File: src/sv/mrc_pkg.sv
package mrc_pkg;

	// Field widths
	localparam int POS_W    = 31;
	localparam int CNT_W    = 24;
	localparam int MARGIN_W = 16;
	localparam int CHROM_W  = 64;
	localparam int CLEN_W   = 5;
	localparam int IDX_W    = 3;

	// Longest chromosome name held in the name registers
	localparam int CHROM_MAX_BYTES = 16;

	// Default queue depths
	localparam int LINE_QUEUE_DEPTH_DEF   = 4;
	localparam int RESULT_QUEUE_DEPTH_DEF = 2;

	localparam logic [POS_W-1:0] POS_MAX = {POS_W{1'b1}};
	localparam logic [CNT_W-1:0] CNT_MAX = {CNT_W{1'b1}};

	// Result status codes
	typedef enum logic [2:0] {
		ST_EQUAL  = 3'd0,
		ST_BEFORE = 3'd1,
		ST_AFTER  = 3'd2,
		ST_REJECT = 3'd3,
		ST_OTHER  = 3'd4
	} status_t;

	// Strand token codes
	typedef enum logic [1:0] {
		STRAND_PLUS  = 2'd0,
		STRAND_MINUS = 2'd1,
		STRAND_OTHER = 2'd2
	} strand_t;

	// Strand filter modes; the fourth code passes every strand
	typedef enum logic [1:0] {
		SM_ANY   = 2'd0,
		SM_PLUS  = 2'd1,
		SM_MINUS = 2'd2
	} strand_mode_t;

	// Configuration register indexes
	typedef enum logic [IDX_W-1:0] {
		CFG_MIN_METH     = 3'd0,
		CFG_MIN_COVER    = 3'd1,
		CFG_RATIO_MARGIN = 3'd2,
		CFG_STRAND_MODE  = 3'd3,
		CFG_CHROM_LOW    = 3'd4,
		CFG_CHROM_HIGH   = 3'd5,
		CFG_CHROM_LENGTH = 3'd6
	} cfg_idx_t;

	// Parsed line handed from the tokeniser to the classifier
	typedef struct packed {
		logic              other_chrom;
		logic [1:0]        strand_first;
		logic [1:0]        strand_seen;
		logic [POS_W-1:0]  site_position;
		logic [CNT_W-1:0]  meth_count;
		logic [CNT_W-1:0]  cover_count;
		logic [POS_W-1:0]  ref_position;
	} line_rec_t;

	// Finished result word
	typedef struct packed {
		status_t           status;
		logic [POS_W-1:0]  site_position;
		logic [1:0]        strand_code;
		logic [CNT_W-1:0]  meth_count;
		logic [CNT_W-1:0]  cover_count;
	} result_rec_t;

	// Filter settings seen by the classifier
	typedef struct packed {
		logic [CNT_W-1:0]    min_meth;
		logic [CNT_W-1:0]    min_cover;
		logic [MARGIN_W-1:0] ratio_margin;
		logic [1:0]          strand_mode;
	} filter_cfg_t;

endpackage

File: src/sv/mrc_queue.sv
module mrc_queue import mrc_pkg::*; #(
	parameter int WIDTH = 8,
	parameter int DEPTH = LINE_QUEUE_DEPTH_DEF
) (
	input  logic             clk,
	input  logic             arst_n,
	input  logic             push,
	output logic             full,
	input  logic [WIDTH-1:0] wdata,
	input  logic             pop,
	output logic             empty,
	output logic [WIDTH-1:0] rdata
);

	localparam int PW = (DEPTH > 1) ? $clog2(DEPTH) : 1;
	localparam int CW = $clog2(DEPTH + 1);

	logic [WIDTH-1:0] mem_q [DEPTH];
	logic [PW-1:0]    wr_ptr_q;
	logic [PW-1:0]    rd_ptr_q;
	logic [CW-1:0]    count_q;
	logic             do_push;
	logic             do_pop;

	assign full    = (count_q == CW'(DEPTH));
	assign empty   = (count_q == '0);
	assign do_push = push && !full;
	assign do_pop  = pop && !empty;
	assign rdata   = mem_q[rd_ptr_q];

	// Storage
	always_ff @(posedge clk) begin
		if (do_push) begin
			mem_q[wr_ptr_q] <= wdata;
		end
	end

	// Pointers and occupancy
	always_ff @(posedge clk or negedge arst_n) begin
		if (!arst_n) begin
			wr_ptr_q <= '0;
			rd_ptr_q <= '0;
			count_q  <= '0;
		end else begin
			if (do_push) begin
				wr_ptr_q <= (wr_ptr_q == PW'(DEPTH - 1)) ? '0 : wr_ptr_q + 1'b1;
			end
			if (do_pop) begin
				rd_ptr_q <= (rd_ptr_q == PW'(DEPTH - 1)) ? '0 : rd_ptr_q + 1'b1;
			end
			case ({do_push, do_pop})
				2'b10:   count_q <= count_q + 1'b1;
				2'b01:   count_q <= count_q - 1'b1;
				default: count_q <= count_q;
			endcase
		end
	end

endmodule

File: src/sv/mrc_front.sv
module mrc_front import mrc_pkg::*; (
	input  logic               clk,
	input  logic               arst_n,
	input  logic               accept,
	input  logic [7:0]         text_byte,
	input  logic               line_end,
	input  logic [POS_W-1:0]   ref_position,
	input  logic [CHROM_W-1:0] chrom_word_low,
	input  logic [CHROM_W-1:0] chrom_word_high,
	input  logic [CLEN_W-1:0]  chrom_length,
	output logic               line_push,
	output line_rec_t          line_rec
);

	localparam logic [2:0] FLD_CHROM  = 3'd1;
	localparam logic [2:0] FLD_POS    = 3'd2;
	localparam logic [2:0] FLD_STRAND = 3'd3;
	localparam logic [2:0] FLD_METH   = 3'd5;
	localparam logic [2:0] FLD_COVER  = 3'd6;
	localparam logic [2:0] FLD_LAST   = 3'd7;
	localparam logic [4:0] TLEN_MAX   = 5'd31;

	// Multiply by ten, add a digit, clamp at cap
	function automatic logic [POS_W-1:0] add_digit(input logic [POS_W-1:0] acc,
			input logic [3:0] d, input logic [POS_W-1:0] cap);
		logic [POS_W+3:0] v;
		v = (POS_W+4)'({acc, 3'b000}) + (POS_W+4)'({acc, 1'b0}) + (POS_W+4)'(d);
		return (v > (POS_W+4)'(cap)) ? cap : v[POS_W-1:0];
	endfunction

	logic [2:0]       field_q, field_n;
	logic             inside_q, inside_n;
	logic [4:0]       tlen_q, tlen_n;
	logic             mis_q, mis_n;
	logic [POS_W-1:0] pos_q, pos_n;
	logic [1:0]       seen_q, seen_n;
	logic [1:0]       first_q, first_n;
	logic [CNT_W-1:0] meth_q, meth_n;
	logic [CNT_W-1:0] cover_q, cover_n;
	logic             stopped_q, stopped_n;

	logic [127:0]      name_bytes;
	logic [CLEN_W-1:0] name_len;
	logic              is_delim;
	logic              is_digit;
	logic [3:0]        digit;
	logic [4:0]        k;
	logic [1:0]        strand_tok;
	logic              final_mis;

	assign name_bytes = {chrom_word_high, chrom_word_low};
	assign name_len   = (chrom_length > CLEN_W'(CHROM_MAX_BYTES)) ?
		CLEN_W'(CHROM_MAX_BYTES) : chrom_length;
	assign is_delim   = (text_byte == 8'h20) || (text_byte == 8'h09) || (text_byte == 8'h0A);
	assign is_digit   = (text_byte >= 8'h30) && (text_byte <= 8'h39);
	assign digit      = text_byte[3:0];
	assign strand_tok = (text_byte == 8'h2B) ? STRAND_PLUS :
		(text_byte == 8'h2D) ? STRAND_MINUS : STRAND_OTHER;
	assign k          = inside_q ? tlen_q : 5'd0;

	// Tokeniser: next line state for the current byte
	always_comb begin
		field_n   = field_q;
		inside_n  = inside_q;
		tlen_n    = tlen_q;
		mis_n     = mis_q;
		pos_n     = pos_q;
		seen_n    = seen_q;
		first_n   = first_q;
		meth_n    = meth_q;
		cover_n   = cover_q;
		stopped_n = stopped_q;
		if (is_delim) begin
			if (inside_q) begin
				if (field_q == FLD_CHROM && tlen_q != name_len) begin
					mis_n = 1'b1;
				end
				inside_n = 1'b0;
			end
		end else begin
			if (!inside_q) begin
				stopped_n = 1'b0;
				if (field_q < FLD_LAST) begin
					field_n = field_q + 1'b1;
				end
			end
			inside_n = 1'b1;
			if (!is_digit) begin
				stopped_n = 1'b1;
			end
			case (field_n)
				FLD_CHROM: begin
					if (k >= name_len || name_bytes[{k[3:0], 3'b000} +: 8] != text_byte) begin
						mis_n = 1'b1;
					end
				end
				FLD_POS: begin
					if (!stopped_n) begin
						pos_n = add_digit(pos_q, digit, POS_MAX);
					end
				end
				FLD_STRAND: begin
					if (k == 5'd0) begin
						first_n = strand_tok;
						seen_n  = strand_tok;
					end else begin
						seen_n  = STRAND_OTHER;
					end
				end
				FLD_METH: begin
					if (!stopped_n) begin
						meth_n = CNT_W'(add_digit(POS_W'(meth_q), digit, POS_W'(CNT_MAX)));
					end
				end
				FLD_COVER: begin
					if (!stopped_n) begin
						cover_n = CNT_W'(add_digit(POS_W'(cover_q), digit, POS_W'(CNT_MAX)));
					end
				end
				default: ;
			endcase
			tlen_n = (k < TLEN_MAX) ? k + 1'b1 : k;
		end
	end

	// Line end closes an open name token
	assign final_mis = mis_n || (inside_n && field_n == FLD_CHROM && tlen_n != name_len);

	assign line_push = accept && line_end;

	always_comb begin
		line_rec.other_chrom   = (field_n == 3'd0) ? (name_len != '0) : final_mis;
		line_rec.strand_first  = first_n;
		line_rec.strand_seen   = seen_n;
		line_rec.site_position = pos_n;
		line_rec.meth_count    = meth_n;
		line_rec.cover_count   = cover_n;
		line_rec.ref_position  = ref_position;
	end

	// Line state
	always_ff @(posedge clk or negedge arst_n) begin
		if (!arst_n) begin
			field_q   <= '0;
			inside_q  <= 1'b0;
			tlen_q    <= '0;
			mis_q     <= 1'b0;
			pos_q     <= '0;
			seen_q    <= STRAND_OTHER;
			first_q   <= STRAND_OTHER;
			meth_q    <= '0;
			cover_q   <= '0;
			stopped_q <= 1'b0;
		end else if (line_push) begin
			field_q   <= '0;
			inside_q  <= 1'b0;
			tlen_q    <= '0;
			mis_q     <= 1'b0;
			pos_q     <= '0;
			seen_q    <= STRAND_OTHER;
			first_q   <= STRAND_OTHER;
			meth_q    <= '0;
			cover_q   <= '0;
			stopped_q <= 1'b0;
		end else if (accept) begin
			field_q   <= field_n;
			inside_q  <= inside_n;
			tlen_q    <= tlen_n;
			mis_q     <= mis_n;
			pos_q     <= pos_n;
			seen_q    <= seen_n;
			first_q   <= first_n;
			meth_q    <= meth_n;
			cover_q   <= cover_n;
			stopped_q <= stopped_n;
		end
	end

endmodule

File: src/sv/mrc_back.sv
module mrc_back import mrc_pkg::*; (
	input  logic        clk,
	input  logic        arst_n,
	input  filter_cfg_t cfg,
	input  logic        line_empty,
	output logic        line_pop,
	input  line_rec_t   line_rec,
	input  logic        res_full,
	output logic        res_push,
	output result_rec_t res_rec
);

	localparam int LOW_W  = MARGIN_W + CNT_W;
	localparam int HIGH_W = MARGIN_W + 1 + CNT_W;

	logic                  valid_s1;
	logic                  other_s1;
	logic                  early_rej_s1;
	status_t               pos_code_s1;
	logic [LOW_W-1:0]      low_s1;
	logic [HIGH_W-1:0]     high_s1;
	logic [POS_W-1:0]      pos_s1;
	logic [1:0]            strand_s1;
	logic [CNT_W-1:0]      meth_s1;
	logic [CNT_W-1:0]      cover_s1;

	logic [MARGIN_W:0]     inv_margin;
	logic [LOW_W-1:0]      low_prod;
	logic [HIGH_W-1:0]     high_prod;
	logic                  strand_fail;
	logic                  early_rej;
	status_t               pos_code;
	logic [LOW_W-1:0]      scaled;
	logic                  ratio_fail;
	logic                  advance;

	assign advance  = valid_s1 && !res_full;
	assign line_pop = !line_empty && (!valid_s1 || advance);
	assign res_push = advance;

	// Ratio bounds and simple filters on the queue head
	assign inv_margin = (MARGIN_W+1)'(1 << MARGIN_W) - (MARGIN_W+1)'(cfg.ratio_margin);
	assign low_prod   = LOW_W'(cfg.ratio_margin) * LOW_W'(line_rec.cover_count);
	assign high_prod  = HIGH_W'(inv_margin) * HIGH_W'(line_rec.cover_count);

	assign strand_fail =
		(cfg.strand_mode == SM_PLUS  && line_rec.strand_first != STRAND_PLUS) ||
		(cfg.strand_mode == SM_MINUS && line_rec.strand_first != STRAND_MINUS);
	assign early_rej = strand_fail ||
		(line_rec.meth_count < cfg.min_meth) ||
		(line_rec.cover_count < cfg.min_cover) ||
		(line_rec.cover_count == '0);
	assign pos_code = (line_rec.site_position < line_rec.ref_position) ? ST_BEFORE :
		(line_rec.site_position > line_rec.ref_position) ? ST_AFTER : ST_EQUAL;

	always_ff @(posedge clk or negedge arst_n) begin
		if (!arst_n) begin
			valid_s1 <= 1'b0;
		end else if (line_pop) begin
			valid_s1 <= 1'b1;
		end else if (advance) begin
			valid_s1 <= 1'b0;
		end
	end

	always_ff @(posedge clk) begin
		if (line_pop) begin
			other_s1     <= line_rec.other_chrom;
			early_rej_s1 <= early_rej;
			pos_code_s1  <= pos_code;
			low_s1       <= low_prod;
			high_s1      <= high_prod;
			pos_s1       <= line_rec.site_position;
			strand_s1    <= line_rec.strand_seen;
			meth_s1      <= line_rec.meth_count;
			cover_s1     <= line_rec.cover_count;
		end
	end

	// Final verdict
	assign scaled     = {meth_s1, {MARGIN_W{1'b0}}};
	assign ratio_fail = (scaled < low_s1) || (HIGH_W'(scaled) > high_s1);

	always_comb begin
		if (other_s1) begin
			res_rec.status = ST_OTHER;
		end else if (early_rej_s1 || ratio_fail) begin
			res_rec.status = ST_REJECT;
		end else begin
			res_rec.status = pos_code_s1;
		end
		res_rec.site_position = pos_s1;
		res_rec.strand_code   = strand_s1;
		res_rec.meth_count    = meth_s1;
		res_rec.cover_count   = cover_s1;
	end

endmodule

File: src/sv/methylation_record_classifier.sv
// Methylation record classifier: streams one text byte of a whitespace separated
// record per cycle (push/full) and, one word per line, reports the line's status
// (same chromosome and position equal, before or after ref_position, rejected by
// the strand, count or ratio filters, or other chromosome) together with the
// parsed position, strand and counts (empty/pop). The tokeniser takes each byte
// as it is accepted; a finished line passes through the line queue, the classify
// stage (ratio multipliers) and the result queue before its result word is ready.
// full rises only while LINE_QUEUE_DEPTH finished lines wait to be classified.
// Write the filter registers only while no line is in flight.
module methylation_record_classifier import mrc_pkg::*; #(
	parameter int LINE_QUEUE_DEPTH   = LINE_QUEUE_DEPTH_DEF,
	parameter int RESULT_QUEUE_DEPTH = RESULT_QUEUE_DEPTH_DEF
) (
	input  logic               clk,
	input  logic               arst_n,
	input  logic               write_enable,
	input  logic [IDX_W-1:0]   reg_index,
	input  logic [CHROM_W-1:0] write_data,
	input  logic               push,
	output logic               full,
	input  logic [7:0]         text_byte,
	input  logic               line_end,
	input  logic [POS_W-1:0]   ref_position,
	output logic               empty,
	input  logic               pop,
	output logic [2:0]         status,
	output logic [POS_W-1:0]   site_position,
	output logic [1:0]         strand_code,
	output logic [CNT_W-1:0]   meth_count,
	output logic [CNT_W-1:0]   cover_count
);

	localparam int LINE_W   = $bits(line_rec_t);
	localparam int RESULT_W = $bits(result_rec_t);

	logic [CNT_W-1:0]    min_meth_q;
	logic [CNT_W-1:0]    min_cover_q;
	logic [MARGIN_W-1:0] ratio_margin_q;
	logic [1:0]          strand_mode_q;
	logic [CHROM_W-1:0]  chrom_low_q;
	logic [CHROM_W-1:0]  chrom_high_q;
	logic [CLEN_W-1:0]   chrom_length_q;

	logic        accept;
	logic        lq_push, lq_full, lq_pop, lq_empty;
	line_rec_t   lq_wdata, lq_rdata;
	logic        rq_push, rq_full;
	result_rec_t rq_wdata, rq_rdata;
	filter_cfg_t filt_cfg;

	// Configuration registers
	always_ff @(posedge clk or negedge arst_n) begin
		if (!arst_n) begin
			min_meth_q     <= '0;
			min_cover_q    <= CNT_W'(1);
			ratio_margin_q <= '0;
			strand_mode_q  <= SM_ANY;
			chrom_low_q    <= '0;
			chrom_high_q   <= '0;
			chrom_length_q <= CLEN_W'(1);
		end else if (write_enable) begin
			unique case (cfg_idx_t'(reg_index))
				CFG_MIN_METH:     min_meth_q     <= write_data[CNT_W-1:0];
				CFG_MIN_COVER:    min_cover_q    <= write_data[CNT_W-1:0];
				CFG_RATIO_MARGIN: ratio_margin_q <= write_data[MARGIN_W-1:0];
				CFG_STRAND_MODE:  strand_mode_q  <= write_data[1:0];
				CFG_CHROM_LOW:    chrom_low_q    <= write_data;
				CFG_CHROM_HIGH:   chrom_high_q   <= write_data;
				CFG_CHROM_LENGTH: chrom_length_q <= write_data[CLEN_W-1:0];
				default: ;
			endcase
		end
	end

	assign filt_cfg.min_meth     = min_meth_q;
	assign filt_cfg.min_cover    = min_cover_q;
	assign filt_cfg.ratio_margin = ratio_margin_q;
	assign filt_cfg.strand_mode  = strand_mode_q;

	assign full   = lq_full;
	assign accept = push && !lq_full;

	// Tokeniser
	mrc_front u_front (
		.clk             (clk),
		.arst_n          (arst_n),
		.accept          (accept),
		.text_byte       (text_byte),
		.line_end        (line_end),
		.ref_position    (ref_position),
		.chrom_word_low  (chrom_low_q),
		.chrom_word_high (chrom_high_q),
		.chrom_length    (chrom_length_q),
		.line_push       (lq_push),
		.line_rec        (lq_wdata)
	);

	// Parsed lines waiting for the classifier
	mrc_queue #(
		.WIDTH (LINE_W),
		.DEPTH (LINE_QUEUE_DEPTH)
	) u_line_queue (
		.clk    (clk),
		.arst_n (arst_n),
		.push   (lq_push),
		.full   (lq_full),
		.wdata  (lq_wdata),
		.pop    (lq_pop),
		.empty  (lq_empty),
		.rdata  (lq_rdata)
	);

	// Classifier
	mrc_back u_back (
		.clk        (clk),
		.arst_n     (arst_n),
		.cfg        (filt_cfg),
		.line_empty (lq_empty),
		.line_pop   (lq_pop),
		.line_rec   (lq_rdata),
		.res_full   (rq_full),
		.res_push   (rq_push),
		.res_rec    (rq_wdata)
	);

	// Result words
	mrc_queue #(
		.WIDTH (RESULT_W),
		.DEPTH (RESULT_QUEUE_DEPTH)
	) u_result_queue (
		.clk    (clk),
		.arst_n (arst_n),
		.push   (rq_push),
		.full   (rq_full),
		.wdata  (rq_wdata),
		.pop    (pop),
		.empty  (empty),
		.rdata  (rq_rdata)
	);

	assign status        = rq_rdata.status;
	assign site_position = rq_rdata.site_position;
	assign strand_code   = rq_rdata.strand_code;
	assign meth_count    = rq_rdata.meth_count;
	assign cover_count   = rq_rdata.cover_count;

`ifndef SYNTHESIS
	// A finished line never meets a full line queue
	a_line_room: assert property (@(posedge clk) disable iff (!arst_n)
		lq_push |-> !lq_full)
		else $error("line queue overrun");

	// A finished line is waiting in the queue on the next cycle
	a_line_stored: assert property (@(posedge clk) disable iff (!arst_n)
		(push && !full && line_end) |=> !lq_empty)
		else $error("finished line lost");

	// A passing record has nonzero coverage and a ratio of at most one
	a_pass_ratio: assert property (@(posedge clk) disable iff (!arst_n)
		(!empty && (status == ST_EQUAL || status == ST_BEFORE || status == ST_AFTER))
		|-> (cover_count != '0 && meth_count <= cover_count))
		else $error("passing record breaks ratio bound");
`endif

endmodule

File: config.mk
export PLATFORM = sky130hd
export DESIGN_NAME = methylation_record_classifier
export DESIGN_NICKNAME = d
export VERILOG_FILES = /design/src/sv/mrc_pkg.sv /design/src/sv/mrc_queue.sv /design/src/sv/mrc_front.sv /design/src/sv/mrc_back.sv /design/src/sv/methylation_record_classifier.sv
export SDC_FILE = /design/constraint.sdc
export NUM_CORES = 2
export LEC_CHECK = 0
export BUFFER_PORTS_ARGS = -buffer_cell sky130_fd_sc_hd__buf_2
export CAP_MARGIN = 15
export CELL_PAD_IN_SITES_DETAIL_PLACEMENT = 0
export CELL_PAD_IN_SITES_GLOBAL_PLACEMENT = 1
export CORE_UTILIZATION = 40
export DETAILED_ROUTE_END_ITERATION = 8
export GPL_ROUTABILITY_DRIVEN = 0
export HOLD_SLACK_MARGIN = 0.15
export PLACE_DENSITY = 0.68
export SYNTH_ARGS = -nofsm -noshare
export SYNTH_HDL_FRONTEND = slang
export SYNTH_SLANG_ARGS = --single-unit
File: constraint.sdc
create_clock -name clk -period 10.8 [get_ports clk]
set_clock_uncertainty 0.05 [all_clocks]
set_input_delay 0 -clock clk [delete_from_list [all_inputs] [get_ports clk]]
set_output_delay 0 -clock clk [all_outputs]
set_load 0.02 [all_outputs]
==> results.md <==
- Clk_lat worst skew: 800 ps
- Period utilization: 86.5%
- CP startpoint kind: flip-flop
- Distinct cells, synth: 83
- Crit end category: flip-flop
- Max-cap violations: 0
- Dpl hpwl: 149000 um
- RSZ-0062 raised after global routing: no
- Max-slew violation count: 0
- PnR worst setup slack: 1450 ps
- Die ar.: 0.191 mm^2
- Total Wirelength: 209000 um
- DR pass1 iterations: 8
- Grt ovf: 0
- Post-DR wirelength/cell: 22.1 um
- Root Buffer: clkbuf_16
- Residual DRC count: 30
- Syn Area/Cell: 11.7 um^2
- Total GRT Usage: 22.2%
- Synthesis-to-layout area growth: 13.7%
- Tmin final: 9350 ps
- Num CTS Buffers: 118
- Arr. time, crit path: 9840 ps
- Initial DRC count: 3639
- Post-Syn Area: 0.0756 mm^2
- Final hold vios: 0
- Ys async rst share: 27.8%
- Syn Inst Count: 6480
- Seq. cell area: 0.0315 mm^2
- Commonest cells after routing, fill and taps aside: 985 x inv_1, 793 x edfxtp_1, 712 x nand2_1, 642 x fa_1, 524 x ha_1
- Clock buffer depth: 3
- Worst Path Class, Setup: reg -> reg
- Crit Path Max Fanout: 27
- Layout Nets: 8106
- Violated checks: DRC
- Slowest-stage cell, CP: dfrtp_1
- Initial Utilization: 40.3%
- Pin count of the biggest net entering global routing: 127
- Max Clock Freq: 0.107 GHz
- Vias/cell: 5.31
- Commonest non-fill, non-tap cell in the layout: inv_1
- H-Tree Level Count: 3
- Final setup violation count: 0
- Initial antenna violation count: 13
- Clk sink count: 1098
- Non-filler cells, final: 9439
- Reg clk slew, reported paths: 60 ps
- Ys flop type: edfxtp_1
- Vias after detailed routing: 50.1k
- Post-synth EDFFs: 793
- Postcts setup bufs: 0
- Worst EP required: 11290 ps
- IO buf count: 197
- Chip Height: 437 um
- Max-slew headroom: 22.9%
- Post-layout util: 45.8%
- Synthesized flop and latch total: 1098
- Cell count after placement: 8969
- Post-route ant nets: 0
- Syn nets: 7758
- HP Class: in -> reg
- Post-synthesis sequential area ratio: 41.6%
- Critical Path Max Stage Delay: 1080 ps
- Ys Warns: 0
- CTS tree: done
- Global-route wire length before repair: 322000 um
- Pin slew with the least headroom to its limit: 1150 ps
- Status: finished, violations left
- Core area: 0.188 mm^2
- Worst slack, placed: 1450 ps
- DIE WIDTH: 437 um
- IO Count: 198
- Layout cells sized above 1: 13.3%
- FILL cells: 17.2k
- Number of global-route vias before repair: 52.2k
- Row cnt: 159
- Area taken by multi-input logic gates: 0.0395 mm^2
- Sum Neg Setup Slack: 0 ps
worst paths after layout:
kind                                          startpoint  depth (start not counted)                              endpoint  slack, ps
max                        ratio_margin_q[1]$_DFFE_PN0P_                         28          u_back.high_s1[40]$_DFFE_PP_       1450
min                                        write_data[4]                          4            min_cover_q[4]$_DFFE_PN0P_        210
max reg2reg                ratio_margin_q[1]$_DFFE_PN0P_                         28          u_back.high_s1[40]$_DFFE_PP_       1450
min reg2reg                 u_back.cover_s1[8]$_DFFE_PP_                          0  u_result_queue.mem_q[1][8]$_DFFE_PP_        390
max in group asynchronous                         arst_n                          5   u_result_queue.rd_ptr_q$_DFFE_PN0P_       8740
min in group asynchronous                         arst_n                          3         chrom_length_q[0]$_DFFE_PN1P_        310
final cells by class:
type | count | share of cell area, %
Multi-Input combinational cell | 4096 | 45.9
Clock buffer | 140 | 3.59
Antenna cell | 12 | 0.0349
Inverter | 985 | 4.30
Sequential cell | 1098 | 36.6
Tap cell | 2495 | 3.63
Clock inverter | 84 | 1.17
Timing Repair Buffer | 529 | 4.77
synth_stat cells, types with 50 or more instances:
cell | count | area share (%)
ha_1 | 524 | 8.7
dfrtp_1 | 301 | 10
and2_1 | 254 | 2.1
a31oi_1 | 108 | 0.89
xor2_1 | 50 | 0.58
clkbuf_1 | 257 | 1.3
o21ai_0 | 221 | 1.5
inv_1 | 985 | 4.9
fa_1 | 642 | 17
mux4_2 | 115 | 3.4
a21oi_1 | 197 | 1.3
mux2_2 | 238 | 3.5
nand2_1 | 713 | 3.5
a21o_1 | 91 | 0.90
xnor2_1 | 121 | 1.4
nor2_1 | 201 | 1.0
edfxtp_1 | 793 | 31
kinds of logic (layout without fill, tap and decap cells):
| family | after synthesis | in the layout | share of synthesized area, % |
|---|---|---|---|
| buffers and inverters | 1286 | 1738 | 6.45 |
| adders and majority gates | 1166 | 1166 | 25.7 |
| other | 0 | 12 | 0 |
| DFF | 1098 | 1098 | 41.6 |
| muxes | 385 | 385 | 7.39 |
| AOI/OAI and AO/OA | 901 | 901 | 7.76 |
| and+or+nand+nor | 1473 | 1473 | 9.16 |
| xor gates and xnor gates | 171 | 171 | 1.98 |
per-stage QoR:
step                      hold WS, ps  cell area (um^2)
after floorplan                  -346             75600
after global placement            144             79500
after detailed placement          149             79500
after CTS                         151             85900
after global routing              188             85900
final                             209             86000
sequential cells by signal, indices dropped and copies added, names as in the netlist, 3 cells and up:
name and count:
chrom_high_q 64, chrom_length_q 5, chrom_low_q 64, min_cover_q 24
min_meth_q 24, ratio_margin_q 16, u_back.cover_s1 24, u_back.high_s1 41
u_back.low_s1 39, u_back.meth_s1 24, u_back.pos_s1 31, u_front.cover_q 24
u_front.field_q 3, u_front.meth_q 24, u_front.pos_q 31, u_front.tlen_q 5
u_line_queue.count_q 3, u_line_queue.mem_q 460, u_result_queue.mem_q 168
what timing repair did:
item	in CTS	in global routing
hold buffers	234	0
endpoints found under the hold margin	661	0
resized for setup	0	0
critical path, delay by kind of cell, from the launching register on:
family | cells | cell delay [ps]
adder cells (fa/ha/maj) | 8 | 3820
AO/OA/AOI/OAI | 7 | 1930
XOR/XNOR | 2 | 860
buffers and inverters | 7 | 730
AND/OR/NAND/NOR | 4 | 660
flip-flops | 1 | 1080
metal layers:
layer,routed length (um),GRT usage [%],vias to the layer above
met4,6780,6.70,4
met5,21,0,-
met2,101000,37.2,1248
met1,88900,29.3,25900
li1,-,-,22700
met3,11700,3.77,298
Power is not shown: default switching activity piles up to over one toggle a cycle in this logic, so the estimate is an artifact.
